==> config.mk <==
export PLATFORM = sky130hd
export DESIGN_NAME = ascii_control_line_parser
export DESIGN_NICKNAME = d
export VERILOG_FILES = /design/src/aclp_pkg.sv /design/src/aclp_number.sv /design/src/ascii_control_line_parser.sv
export SDC_FILE = /design/constraint.sdc
export NUM_CORES = 1
export LEC_CHECK = 0
export BUFFER_PORTS_ARGS = -buffer_cell sky130_fd_sc_hd__buf_2
export CORE_MARGIN = 2
export CORE_UTILIZATION = 50
export DETAILED_ROUTE_END_ITERATION = 8
export PLACE_DENSITY = 0.7
export RECOVER_POWER = 50
export SYNTH_ARGS = -nofsm -noshare
export SYNTH_HDL_FRONTEND = slang
export SYNTH_SLANG_ARGS = --single-unit
==> constraint.sdc <==
create_clock -name clk -period 5.9 [get_ports clk]
set_clock_uncertainty 0.05 [all_clocks]
set_input_delay 1.18 -clock clk [delete_from_list [all_inputs] [get_ports clk]]
set_output_delay 1.18 -clock clk [all_outputs]
set_load 0.05 [all_outputs]
==> src/aclp_pkg.sv <==
package aclp_pkg;

  localparam logic [7:0] CH_NL    = 8'h0A;
  localparam logic [7:0] CH_COMMA = 8'h2C;
  localparam logic [7:0] CH_J     = 8'h6A;
  localparam logic [7:0] CH_B     = 8'h62;
  localparam logic [7:0] CH_PLUS  = 8'h2B;
  localparam logic [7:0] CH_MINUS = 8'h2D;
  localparam logic [7:0] CH_SPACE = 8'h20;
  localparam logic [7:0] CH_TAB   = 8'h09;
  localparam logic [7:0] CH_CR    = 8'h0D;
  localparam logic [7:0] CH_ZERO  = 8'h30;
  localparam logic [7:0] CH_NINE  = 8'h39;
  localparam logic [7:0] CH_NUL   = 8'h00;

  localparam int unsigned MAG_W = 17;
  localparam logic [MAG_W-1:0] ACC_MAX = 17'h1FFFF;
  localparam logic [2:0] TOK_CAP = 3'd4;

  typedef struct packed {
    logic [MAG_W-1:0] mag;
    logic             neg;
    logic             started;
    logic             stopped;
  } num_t;

  typedef enum logic [1:0] {
    EV_NONE   = 2'd0,
    EV_POT    = 2'd1,
    EV_TOGGLE = 2'd2,
    EV_PRESS  = 2'd3
  } event_kind_t;

  typedef enum logic [2:0] {
    ERR_OK    = 3'd0,
    ERR_EMPTY = 3'd1,
    ERR_TYPE  = 3'd2,
    ERR_COUNT = 3'd3,
    ERR_INDEX = 3'd4,
    ERR_VALUE = 3'd5
  } error_t;

  // atoi-style range check: a nonzero negative number never fits
  function automatic logic num_below(num_t n, logic [MAG_W-1:0] limit);
    num_below = !(n.neg && (n.mag != '0)) && (n.mag < limit);
  endfunction

endpackage

==> src/aclp_number.sv <==
module aclp_number
  import aclp_pkg::*;
(
  input  logic       clk,
  input  logic       rst,
  input  logic       clear,
  input  logic       feed,
  input  logic [7:0] char_in,
  output num_t       num
);

  num_t base;
  num_t num_next;
  logic blank;
  logic digit;
  logic [MAG_W+3:0] prod;

  assign blank = (char_in == CH_SPACE) || ((char_in >= CH_TAB) && (char_in <= CH_CR));
  assign digit = (char_in >= CH_ZERO) && (char_in <= CH_NINE);

  always_comb begin
    base = clear ? num_t'('0) : num;
    // mag * 10 + digit as two shifts and two adds
    prod = ({4'b0, base.mag} << 3) + ({4'b0, base.mag} << 1)
         + {{MAG_W{1'b0}}, 4'(char_in - CH_ZERO)};
    num_next = base;
    if (feed && !base.stopped) begin
      if (!base.started && blank) begin
        num_next = base;
      end else if (!base.started && (char_in == CH_PLUS)) begin
        num_next.started = 1'b1;
      end else if (!base.started && (char_in == CH_MINUS)) begin
        num_next.started = 1'b1;
        num_next.neg = 1'b1;
      end else begin
        num_next.started = 1'b1;
        if (digit) begin
          num_next.mag = (prod > {4'b0, ACC_MAX}) ? ACC_MAX : prod[MAG_W-1:0];
        end else begin
          num_next.stopped = 1'b1;
        end
      end
    end
  end

  always_ff @(posedge clk) begin
    if (rst) begin
      num <= '0;
    end else begin
      num <= num_next;
    end
  end

endmodule

==> src/ascii_control_line_parser.sv <==
// Command line parser: takes one received character per cycle on the input
// channel and judges each comma-separated line (type, index, value) when its
// newline arrives, giving at most one result item per newline in the next cycle
// through an output register. The input stalls only while a finished result is
// still waiting in the output register. Runs of commas collapse, a zero byte
// ends a line's content, and a line longer than LINE_LIMIT-1 characters restarts.
// Button levels are kept between lines.
module ascii_control_line_parser
  import aclp_pkg::*;
#(
  parameter int LINE_LIMIT  = 64,
  parameter int NUM_POTS    = 4,
  parameter int NUM_BUTTONS = 8
) (
  input  logic        clk,
  input  logic        rst,
  input  logic        in_valid,
  output logic        in_ready,
  input  logic [7:0]  rx_byte,
  output logic        out_valid,
  input  logic        out_ready,
  output logic [1:0]  event_kind,
  output logic [3:0]  target_index,
  output logic [15:0] target_value,
  output logic [2:0]  error_code
);

  localparam int CW = $clog2(LINE_LIMIT);
  localparam int BW = (NUM_BUTTONS > 1) ? $clog2(NUM_BUTTONS) : 1;
  localparam logic [CW-1:0] CNT_RESTART = CW'(LINE_LIMIT - 1);
  localparam logic [CW-1:0] CNT_CONTENT = CW'(LINE_LIMIT - 2);
  localparam logic [MAG_W-1:0] POT_LIMIT = MAG_W'(NUM_POTS);
  localparam logic [MAG_W-1:0] BTN_LIMIT = MAG_W'(NUM_BUTTONS);
  localparam logic [MAG_W-1:0] RAW_LIMIT = 17'h10000;
  localparam logic [MAG_W-1:0] LVL_LIMIT = 17'd2;

  logic [CW-1:0] char_count, char_count_next;
  logic [2:0]    token_count, token_count_next;
  logic          inside_token, inside_token_next;
  logic          line_ended_early, line_ended_early_next;
  logic [7:0]    type_char, type_char_next;
  logic          msg_pending, msg_pending_next;
  logic [NUM_BUTTONS-1:0] button_level;

  logic accept;
  logic is_nl;
  logic restart;
  logic [CW-1:0] pos;
  logic [2:0] tok_base;
  logic [2:0] tok_sel;
  logic in_base;
  logic early_base;
  logic num_clear;
  logic idx_feed;
  logic val_feed;
  logic emit;
  num_t idx_num;
  num_t val_num;

  event_kind_t j_event;
  error_t      j_error;
  logic [3:0]  j_index;
  logic [15:0] j_value;
  logic        j_btn_we;
  logic        j_level;
  logic [BW-1:0] j_bidx;

  assign in_ready = !out_valid || out_ready;
  assign accept = in_valid && in_ready;
  assign is_nl = (rx_byte == CH_NL);

  aclp_number u_index (
    .clk     (clk),
    .rst     (rst),
    .clear   (num_clear),
    .feed    (idx_feed),
    .char_in (rx_byte),
    .num     (idx_num)
  );

  aclp_number u_value (
    .clk     (clk),
    .rst     (rst),
    .clear   (num_clear),
    .feed    (val_feed),
    .char_in (rx_byte),
    .num     (val_num)
  );

  // judgement of the line held so far, used on newline
  always_comb begin
    j_event = EV_NONE;
    j_error = ERR_OK;
    j_index = '0;
    j_value = '0;
    j_btn_we = 1'b0;
    j_level = (val_num.mag == '0);
    j_bidx = idx_num.mag[BW-1:0];
    if (token_count == '0) begin
      j_error = ERR_EMPTY;
    end else if ((type_char != CH_J) && (type_char != CH_B)) begin
      j_error = ERR_TYPE;
    end else if (token_count != 3'd3) begin
      j_error = ERR_COUNT;
    end else if (type_char == CH_J) begin
      if (!num_below(idx_num, POT_LIMIT)) begin
        j_error = ERR_INDEX;
      end else if (!num_below(val_num, RAW_LIMIT)) begin
        j_error = ERR_VALUE;
      end else begin
        j_event = EV_POT;
        j_index = idx_num.mag[3:0];
        j_value = val_num.mag[15:0];
      end
    end else begin
      if (!num_below(idx_num, BTN_LIMIT)) begin
        j_error = ERR_INDEX;
      end else if (!num_below(val_num, LVL_LIMIT)) begin
        j_error = ERR_VALUE;
      end else begin
        j_btn_we = 1'b1;
        j_index = idx_num.mag[3:0];
        j_value = {15'b0, j_level};
        if (idx_num.mag == '0) begin
          j_event = EV_TOGGLE;
        end else if (j_level && !button_level[j_bidx]) begin
          j_event = EV_PRESS;
        end
      end
    end
  end

  always_comb begin
    char_count_next = char_count;
    token_count_next = token_count;
    inside_token_next = inside_token;
    line_ended_early_next = line_ended_early;
    type_char_next = type_char;
    msg_pending_next = msg_pending;
    restart = (char_count >= CNT_RESTART);
    pos = restart ? '0 : char_count;
    tok_base = restart ? '0 : token_count;
    in_base = restart ? 1'b0 : inside_token;
    early_base = restart ? 1'b0 : line_ended_early;
    tok_sel = tok_base;
    num_clear = 1'b0;
    idx_feed = 1'b0;
    val_feed = 1'b0;
    emit = 1'b0;
    if (accept) begin
      if (is_nl) begin
        msg_pending_next = msg_pending || (token_count != '0);
        emit = msg_pending_next;
        char_count_next = '0;
        token_count_next = '0;
        inside_token_next = 1'b0;
        line_ended_early_next = 1'b0;
        type_char_next = '0;
        num_clear = 1'b1;
      end else begin
        msg_pending_next = 1'b0;
        num_clear = restart;
        char_count_next = pos + 1'b1;
        token_count_next = tok_base;
        inside_token_next = in_base;
        line_ended_early_next = early_base;
        if (restart) begin
          type_char_next = '0;
        end
        if ((pos < CNT_CONTENT) && !early_base) begin
          if (rx_byte == CH_NUL) begin
            line_ended_early_next = 1'b1;
          end else if (rx_byte == CH_COMMA) begin
            inside_token_next = 1'b0;
          end else begin
            if (!in_base) begin
              inside_token_next = 1'b1;
              if (tok_base < TOK_CAP) begin
                tok_sel = tok_base + 1'b1;
              end
            end
            token_count_next = tok_sel;
            if (tok_sel == 3'd1) begin
              type_char_next = rx_byte;
            end
            idx_feed = (tok_sel == 3'd2);
            val_feed = (tok_sel == 3'd3);
          end
        end
      end
    end
  end

  always_ff @(posedge clk) begin
    if (rst) begin
      char_count <= '0;
      token_count <= '0;
      inside_token <= 1'b0;
      line_ended_early <= 1'b0;
      type_char <= '0;
      msg_pending <= 1'b0;
      button_level <= '0;
      out_valid <= 1'b0;
    end else begin
      char_count <= char_count_next;
      token_count <= token_count_next;
      inside_token <= inside_token_next;
      line_ended_early <= line_ended_early_next;
      type_char <= type_char_next;
      msg_pending <= msg_pending_next;
      if (emit && j_btn_we) begin
        button_level[j_bidx] <= j_level;
      end
      if (emit) begin
        out_valid <= 1'b1;
      end else if (out_ready) begin
        out_valid <= 1'b0;
      end
    end
  end

  // result register, payload needs no reset
  always_ff @(posedge clk) begin
    if (emit) begin
      event_kind <= j_event;
      target_index <= j_index;
      target_value <= j_value;
      error_code <= j_error;
    end
  end

`ifndef NO_ASSERTIONS
  a_err_clean: assert property (@(posedge clk) disable iff (rst)
    out_valid && (error_code != ERR_OK) |->
      (event_kind == EV_NONE) && (target_index == '0) && (target_value == '0))
    else $error("error item carries a payload");

  a_press_level: assert property (@(posedge clk) disable iff (rst)
    out_valid && (event_kind == EV_PRESS) |->
      (target_value == 16'd1) && (target_index != '0))
    else $error("press item without pressed level");

  a_byte_clears_pending: assert property (@(posedge clk) disable iff (rst)
    accept && !is_nl |=> !msg_pending)
    else $error("pending flag survived an ordinary byte");

  a_count_range: assert property (@(posedge clk) disable iff (rst)
    (char_count <= CNT_RESTART) && (token_count <= TOK_CAP))
    else $error("line counters out of range");

  a_result_on_newline: assert property (@(posedge clk) disable iff (rst)
    out_valid && !$past(out_valid) |-> $past(accept && is_nl))
    else $error("result item without a newline");
`endif

endmodule
==> impl_metrics.json, run 1 <==
{
  "status": "finished clean",
  "worst_pin_slew_ns": 1.12,
  "syn_avg_cell_area_um2": 8.83,
  "power_per_cell_area_mw_per_mm2": 194,
  "cp.arrival_ns": 5.62,
  "die_y_um": 117,
  "place.gp.congestion": 0.893,
  "ir_drop_mv": 0.176,
  "final-seq-area_mm2": 0.00213,
  "synth_nets": 809,
  "critPathLaunchType": "input port",
  "synth_top_family_by_area": "simple AND/OR/NAND/NOR gates",
  "setup_viol": 0,
  "portBuffers": 38,
  "relSlewSlack": 0.250,
  "rows": 41,
  "p_leak_nw": 3.13,
  "ff2ff_path_depth": 17,
  "vias_per_cell": 5.85,
  "final_common_cell": "nand2_1",
  "multi_input_area_mm2": 0.00403,
  "drv_slew": 0,
  "hold_viol": 0,
  "fillers": 1154,
  "htree_levels": 3,
  "cts_made_buffers": 9,
  "grtUsageTotal": 0.214,
  "crit_start": "rx_byte[4]",
  "end_kind": "flip-flop",
  "coreArea_mm2": 0.0126,
  "synth-main-ff-cell": "dfxtp_1",
  "firstDrtPassIters": 5,
  "cts_sinks": 94,
  "ant_nets": 0,
  "synth_edf_count": 25,
  "ys_seq_elements": 94,
  "drt_iter0_drc": 406,
  "synthMuxAreaShare": 0.0265,
  "r2r-start": "char_count[2]",
  "max_freq_mhz": 183,
  "reg2reg_to": "u_index.num[18]",
  "antenna_found_initial": 0,
  "ctsLongestPathBuffers": 2,
  "grt_overflow": 0,
  "drive_above_1_share": 0.0829,
  "endpoint": "u_index.num[18]",
  "cp_slowest_cell": "or4_4",
  "r2r_slack_ns": 1.28,
  "grt_pass1_wl_mm": 23.7,
  "dr_total_vias": 5455,
  "synth_compound_area_frac": 0.203,
  "synth_adder_area_share": 0.139,
  "yosysSeqAreaShare": 0.332,
  "grt_pass1_vias": 4979,
  "synth_area_mm2": 0.00642,
  "area_growth_pct": 9.79,
  "final_cell_mix": "nand2_1, dfxtp_1, ha_1",
  "layout.nets": 837,
  "rsz0062_at_grt": "false",
  "cts_tree": "done",
  "synthArstFlopShare": 0,
  "drt-wirelength-per-cell_um": 15.2,
  "grt_max_degree": 70,
  "clk_pin_slew_ns": 0.07,
  "synth_warnings": 0,
  "path_class": "input port to flip-flop",
  "synthSimpleGateAreaFrac": 0.213,
  "synth_cell_types": 71,
  "cts-root-buf": "clkbuf_16",
  "netlist_instances": 727,
  "critPathMaxFanout": 17,
  "crit_chain": "clkbuf_1, or3_4, nor4_4, o21ai_4, buf_4, nand2_1, inv_1, ha_1, fa_1, a21oi_1, nand4b_1, a21oi_1, o21ai_0, mux2_2, or4_4, nor3_2, buf_4, a211oi_1",
  "postCtsSetupBuffers": 0,
  "ios": 39,
  "hp-start": "msg_pending",
  "n_antenna_cell": 0,
  "maxCapViolations": 0,
  "fp.dieW_um": 117,
  "fin_ws_ns": 0.424,
  "dp_hpwl_mm": 10.8,
  "fin_setup_tns_ns": 0,
  "crit_required_ns": 6.04,
  "routed_wl_mm": 14.2,
  "die-area_mm2": 0.0138,
  "hold_class": "flip-flop to flip-flop",
  "remaining_drc_errors": 0,
  "max_stage_delay_ns": 0.52,
  "insertion_delay_ns": 0.35,
  "start_util": 0.511,
  "finalCriticalPeriod_ns": 5.48,
  "post-route-util": 0.561,
  "worst-path-buf-inv": 4,
  "path_depth": 18,
  "period_share": 0.928,
  "dp_worst_setup_slack_ns": 0.0643,
  "synth-xor-area-share": 0.0450,
  "crit_family": "simple AND/OR/NAND/NOR gates"
}
report_power, final:
part	internal [W]	leakage, nW	switching [W]	total, W
clock network	0.000335	0.146	0.000262	0.000597
registers	0.000668	0.736	0.00000810	0.000676
logic	0.0000359	2.25	0.0000615	0.0000973
metrics by stage:
stage / cells / total power (W) / cell area (um2) / hold slack, ns
CTS: 932 / 0.00138 / 7080 / 0.413
finish: 932 / 0.00137 / 7050 / 0.412
global placement: 916 / 0.000784 / 6770 / 0.387
detailed placement: 916 / 0.000786 / 6770 / 0.404
global route: 932 / 0.00141 / 7050 / 0.427
floorplan: 727 / 0.000761 / 6420 / 0.379
Yosys cell counts, drive strengths merged (8+ instances only):
library cell	number	share of area
nor3	9	0.0078
dfxtp	69	0.22
nand3	12	0.0094
edfxtp	25	0.12
inv	33	0.019
a221oi	18	0.025
a22oi	13	0.015
a211oi	19	0.022
nand2	73	0.043
nand4	10	0.0097
a21o	19	0.023
nor2	52	0.030
and2	37	0.036
a21oi	55	0.044
ha	68	0.13
mux2i	8	0.012
clkbuf	29	0.017
xor2	15	0.020
o21ai	31	0.025
nor4	14	0.018
nand3b	8	0.0094
xnor2	18	0.025
worst min-delay path by stage:
stage,end,slack (ns),cells after the start
2_1_floorplan,button_level[1],0.38,2
3_3_place_gp,msg_pending,0.39,2
3_5_place_dp,msg_pending,0.40,2
4_1_cts,msg_pending,0.41,2
5_1_grt,button_level[1],0.43,2
6_report,msg_pending,0.41,2
registers in the layout (all words and copies together), names as in the netlist:
signal,flops
button_level,8
msg_pending,1
char_count,6
line_ended_early,1
u_value.num,20
event_kind,2
target_value,16
type_char,8
out_valid,1
token_count,3
target_index,4
u_index.num,20
error_code,3
inside_token,1
logic make-up after synthesis:
group                      Yosys count
buffers and inverters               66
muxes                               14
xor gates and xnor gates            33
other                                1
AOI/OAI and AO/OA                  194
DFF                                 94
and+or+nand+nor                    255
adders and majority gates           70
final cells by class:
cell class / count / share of cell area
multi-input combinational: 567 / 0.572
sequential: 94 / 0.303
timing repair buffer: 50 / 0.0337
clock buffer: 9 / 0.0320
tap: 172 / 0.0305
inverter: 33 / 0.0176
clock inverter: 7 / 0.0117
layer usage:
layer | up-vias | part of all wire | global-route usage
li1 | 2741 | - | -
met2 | 147 | 0.46 | 0.343
met3 | 19 | 0.046 | 0.0417
met5 | - | 0 | 0
met4 | 0 | 0.014 | 0.0557
met1 | 2548 | 0.48 | 0.295
worst reg2reg max path: cells and delay by family, from the launching register on:
family / cells / cell delay [ns]
AO/OA/AOI/OAI: 5 / 1.13
flip-flops: 1 / 0.34
multiplexers: 1 / 0.38
buffers and inverters: 3 / 0.63
adder cells (fa/ha/maj): 2 / 0.74
AND/OR/NAND/NOR: 6 / 1.22
what timing repair did:
item                       CTS  global route
setup endpoints to repair    0            17
resized for setup            0             1
hold buffers                 0             0
Note: power is estimated with default switching activity, not from simulation.
==> run 2, diff against run 1 <==
Settings changed: PLACE_DENSITY 0.7 to 0.79.
==> impl_metrics.json, run 2 (synthesis results as in run 1) <==
{
  "grt_overflow": 0,
  "portBuffers": 38,
  "drt-wirelength-per-cell_um": 15.0,
  "htree_levels": 3,
  "grt_pass1_wl_mm": 23.9,
  "routed_wl_mm": 14.0,
  "fin_setup_tns_ns": 0,
  "reg_top3": "u_index.num x20, u_value.num x20, target_value x16",
  "dp_hpwl_mm": 10.3,
  "insertion_delay_ns": 0.34,
  "hold_viol": 0,
  "antenna_found_initial": 0,
  "layout.nets": 839,
  "fp.dieW_um": 117,
  "grt_max_degree": 70,
  "ff2ff_path_depth": 18,
  "max_stage_delay_ns": 0.46,
  "period_share": 0.931,
  "n_antenna_cell": 0,
  "finalCriticalPeriod_ns": 5.49,
  "fillers": 1121,
  "die-area_mm2": 0.0138,
  "ios": 39,
  "crit_chain": "clkbuf_1, or3_1, nor4_4, o21ai_2, buf_4, nand2_1, inv_1, ha_1, fa_1, a21oi_1, o21ai_0, a211oi_1, o21ai_0, a311o_1, a31o_2, nor4_4, buf_4, a221oi_1",
  "dr_total_vias": 5467,
  "critPathMaxFanout": 17,
  "worst_pin_slew_ns": 1.16,
  "setup_viol": 0,
  "grtUsageTotal": 0.214,
  "total_power_w": 0.00133,
  "die_y_um": 117,
  "maxCapViolations": 0,
  "remaining_drc_errors": 0,
  "relSlewSlack": 0.226,
  "firstDrtPassIters": 5,
  "dp.cells": 918,
  "cts_resized": 0,
  "max_freq_mhz": 182,
  "ctsLongestPathBuffers": 2,
  "ant_nets": 0,
  "start_util": 0.511,
  "postCtsSetupBuffers": 0,
  "drt_iter0_drc": 361,
  "cts_made_buffers": 9,
  "rsz0062_at_grt": "false",
  "cp.arrival_ns": 5.62,
  "final_cell_mix": "nand2_1, dfxtp_1, ha_1",
  "grt_pass1_vias": 5006,
  "coreArea_mm2": 0.0126,
  "power_per_cell_area_mw_per_mm2": 189,
  "ir_drop_mv": 0.132,
  "crit_required_ns": 6.03,
  "vias_per_cell": 5.85,
  "critPathLaunchType": "input port",
  "final-seq-area_mm2": 0.00213,
  "cts-root-buf": "clkbuf_16",
  "end_kind": "flip-flop",
  "cp_slowest_cell": "fa_1",
  "cts_sinks": 94,
  "multi_input_area_mm2": 0.00402,
  "hold_path_depth": 2,
  "final_cells": 934,
  "path_class": "input port to flip-flop",
  "p_leak_nw": 3.13,
  "ctsHoldBuffers": 0,
  "rows": 41,
  "place.gp.congestion": 0.919,
  "cts_tree": "done",
  "hold_class": "flip-flop to flip-flop",
  "final_common_cell": "nand2_1",
  "status": "finished clean",
  "drive_above_1_share": 0.0827,
  "clk_pin_slew_ns": 0.07,
  "drv_slew": 0,
  "area_growth_pct": 9.69
}
[run 2: cell count changes in the layout (fill, tap and decap cells not counted)]
| cell | change |
|---|---|
| and2_0 | -1 |
| or3_4 | -1 |
| clkbuf_1 | +1 |
| and2_1 | +1 |
| buf_12 | +1 |
| clkinvlp_2 | -1 |
| or3_1 | +1 |
| bufinv_16 | -1 |
| o21ai_2 | +1 |
| o21ai_4 | -1 |
| inv_6 | +2 |
[run 2: area by class of cell]
cell class,count,area share
repair buffers,52,0.0371
flip-flops and latches,94,0.303
well taps,172,0.0306
multi-input cells,567,0.571
clock inverters,7,0.00924
clock buffers,9,0.0320
inverters,33,0.0176
[run 2: power by group]
group	internal, W	switching, W	leakage, nW	total (W)
clock	0.000296	0.000263	0.140	0.000559
combinational	0.0000363	0.0000614	2.26	0.0000976
sequential	0.000668	0.00000848	0.736	0.000676
[run 2: worst paths after layout]
kind / start / end / slack [ns]
worst max-delay path: rx_byte[4] / u_value.num[4] / 0.41
worst min-delay path: u_value.num[0] / u_value.num[0] / 0.41
worst min register to register: u_value.num[0] / u_value.num[0] / 0.41
worst max register to register: char_count[2] / u_value.num[4] / 1.09
[run 2: metal layers]
metal / share of wire / up-vias / GRT usage
met5: 0 / - / 0
met1: 0.50 / 2567 / 0.310
met4: 0.0095 / 0 / 0.0518
met3: 0.048 / 13 / 0.0407
li1: - / 2749 / -
met2: 0.44 / 138 / 0.328
[run 2: stage by stage]
stage / hold WS (ns) / instance area (um2) / worst slack, ns / util
floorplan: 0.379 / 6420 / 0.178 / -
global placement: 0.391 / 6800 / 0.188 / 0.541
detailed placement: 0.399 / 6800 / 0.0997 / 0.541
CTS: 0.407 / 7090 / 0.432 / 0.564
global route: 0.425 / 7040 / 0.0719 / 0.560
finish: 0.407 / 7040 / 0.409 / 0.560
[run 2: worst max-delay path: cells and delay by family]
| kind | cells | cell delay [ns] |
|---|---|---|
| AOI/OAI and AO/OA | 8 | 1.93 |
| adders and majority gates | 2 | 0.80 |
| buffers and inverters | 4 | 0.67 |
| and+or+nand+nor | 4 | 1.01 |
==> run 3, diff against run 2 <==
Clock period 5.9 ns to 5 ns, I/O delays scaled along.
==> impl_metrics.json, run 3 (synthesis results as in run 1) <==
{
  "antenna_found_initial": 0,
  "vias_per_cell": 5.86,
  "maxCapViolations": 0,
  "drt-wirelength-per-cell_um": 16.0,
  "start_util": 0.511,
  "path_class": "input port to flip-flop",
  "ant_nets": 0,
  "finalCriticalPeriod_ns": 4.87,
  "die-area_mm2": 0.0138,
  "final_cell_mix": "buf_4, nand2_1, dfxtp_1",
  "post-route-util": 0.637,
  "cts_made_buffers": 9,
  "hold_viol": 0,
  "ios": 39,
  "period_share": 0.974,
  "dp_hpwl_mm": 12.1,
  "cts-root-buf": "clkbuf_16",
  "cp.arrival_ns": 5.01,
  "power_per_cell_area_mw_per_mm2": 202,
  "firstDrtPassIters": 5,
  "final_common_cell": "buf_4",
  "remaining_drc_errors": 0,
  "p_leak_nw": 3.51,
  "grt_overflow": 0,
  "layout.nets": 917,
  "n_antenna_cell": 0,
  "end_kind": "flip-flop",
  "grt_pass1_vias": 5699,
  "worst_pin_slew_ns": 1.03,
  "routed_wl_mm": 16.2,
  "critPathMaxFanout": 15,
  "total_power_w": 0.00161,
  "crit_required_ns": 5.14,
  "dr_total_vias": 5930,
  "ctsLongestPathBuffers": 2,
  "area_growth_pct": 24.8,
  "reg_top3": "u_index.num x20, u_value.num x20, target_value x16",
  "cts_tree": "done",
  "coreArea_mm2": 0.0126,
  "critPathLaunchType": "input port",
  "hold_slack_ns": 0.410,
  "ir_drop_mv": 0.182,
  "fp.dieW_um": 117,
  "relSlewSlack": 0.312,
  "grtUsageTotal": 0.235,
  "drive_above_1_share": 0.223,
  "portBuffers": 38,
  "clk_pin_slew_ns": 0.07,
  "max_freq_mhz": 205,
  "status": "finished clean",
  "place.gp.congestion": 0.919,
  "ctsHoldBuffers": 0,
  "setup_viol": 0,
  "hold_path_depth": 2,
  "drt_iter0_drc": 548,
  "drv_slew": 0,
  "cts_sinks": 94,
  "rows": 41,
  "insertion_delay_ns": 0.34,
  "htree_levels": 3,
  "ff2ff_path_depth": 19,
  "die_y_um": 117,
  "grt_max_degree": 46,
  "grt_pass1_wl_mm": 26.2,
  "hold_class": "flip-flop to flip-flop"
}
## run 3: changes by cell type in the layout (fill, tap and decap cells not counted), sizes merged
cell    before  now
buf         21  100
clkbuf      40   37
inv         37   35
o21ai       31   33
bufinv       0    1
clkinv       2    3
## run 3: repair_timing
action,4_1_cts,5_1_grt
buffers inserted,0,6
resized for setup,0,5
endpoints found under the setup margin,0,31
## run 3: routing by layer
layer | share of wire | GRT usage | vias up
li1 | - | - | 2903
met1 | 0.43 | 0.301 | 2821
met2 | 0.50 | 0.415 | 181
met3 | 0.049 | 0.0304 | 25
met4 | 0.018 | 0.0706 | 0
met5 | 0 | 0 | -
## run 3: critical path, stage by stage
cell	delay (ns)
buf_2	0.11
or3_4	0.40
nor4_4	0.24
buf_4	0.16
o21ai_4	0.09
buf_6	0.19
nand2_4	0.07
inv_2	0.05
ha_4	0.23
ha_4	0.16
fa_2	0.38
a21oi_2	0.19
o21ai_2	0.10
a211oi_2	0.32
o21ai_1	0.12
a311o_1	0.28
a31o_2	0.26
nor4_4	0.21
buf_4	0.20
clkbuf_16	0.17
a221oi_2	0.06
## run 3: worst paths after layout
| kind | start | to | slack, ns |
|---|---|---|---|
| worst max-delay path | rx_byte[4] | u_value.num[12] | 0.13 |
| worst min-delay path | u_value.num[0] | u_value.num[0] | 0.41 |
| worst max register to register | char_count[2] | u_value.num[12] | 0.52 |
| worst min register to register | u_value.num[0] | u_value.num[0] | 0.41 |
## run 3: report_power, final
group,leakage [nW],internal [W],switching (W)
sequential,0.736,0.000788,0.0000103
clock,0.144,0.000389,0.000297
combinational,2.63,0.0000517,0.0000785
total,3.51,0.00123,0.000385
## run 3: cell type report
type | count | area, um2
Fill cell | 963 | 4560
Multi-Input combinational cell | 569 | 4340
Sequential cell | 94 | 2130
Timing Repair Buffer | 128 | 897
Clock buffer | 9 | 225
Tap cell | 172 | 215
Inverter | 33 | 124
Clock inverter | 7 | 72.6
## run 3: stage by stage
| step | setup slack, ns | std cells | area [um2] | TNS, ns |
|---|---|---|---|---|
| 2_1_floorplan | -0.0640 | 727 | 6750 | -1.05 |
| 3_3_place_gp | -0.180 | 986 | 7610 | -3.77 |
| 3_5_place_dp | -0.272 | 986 | 7610 | -7.29 |
| 4_1_cts | 0.0567 | 1002 | 7910 | 0 |
| 5_1_grt | -0.0243 | 1012 | 8010 | -0.202 |
| 6_report | 0.130 | 1012 | 8010 | 0 |
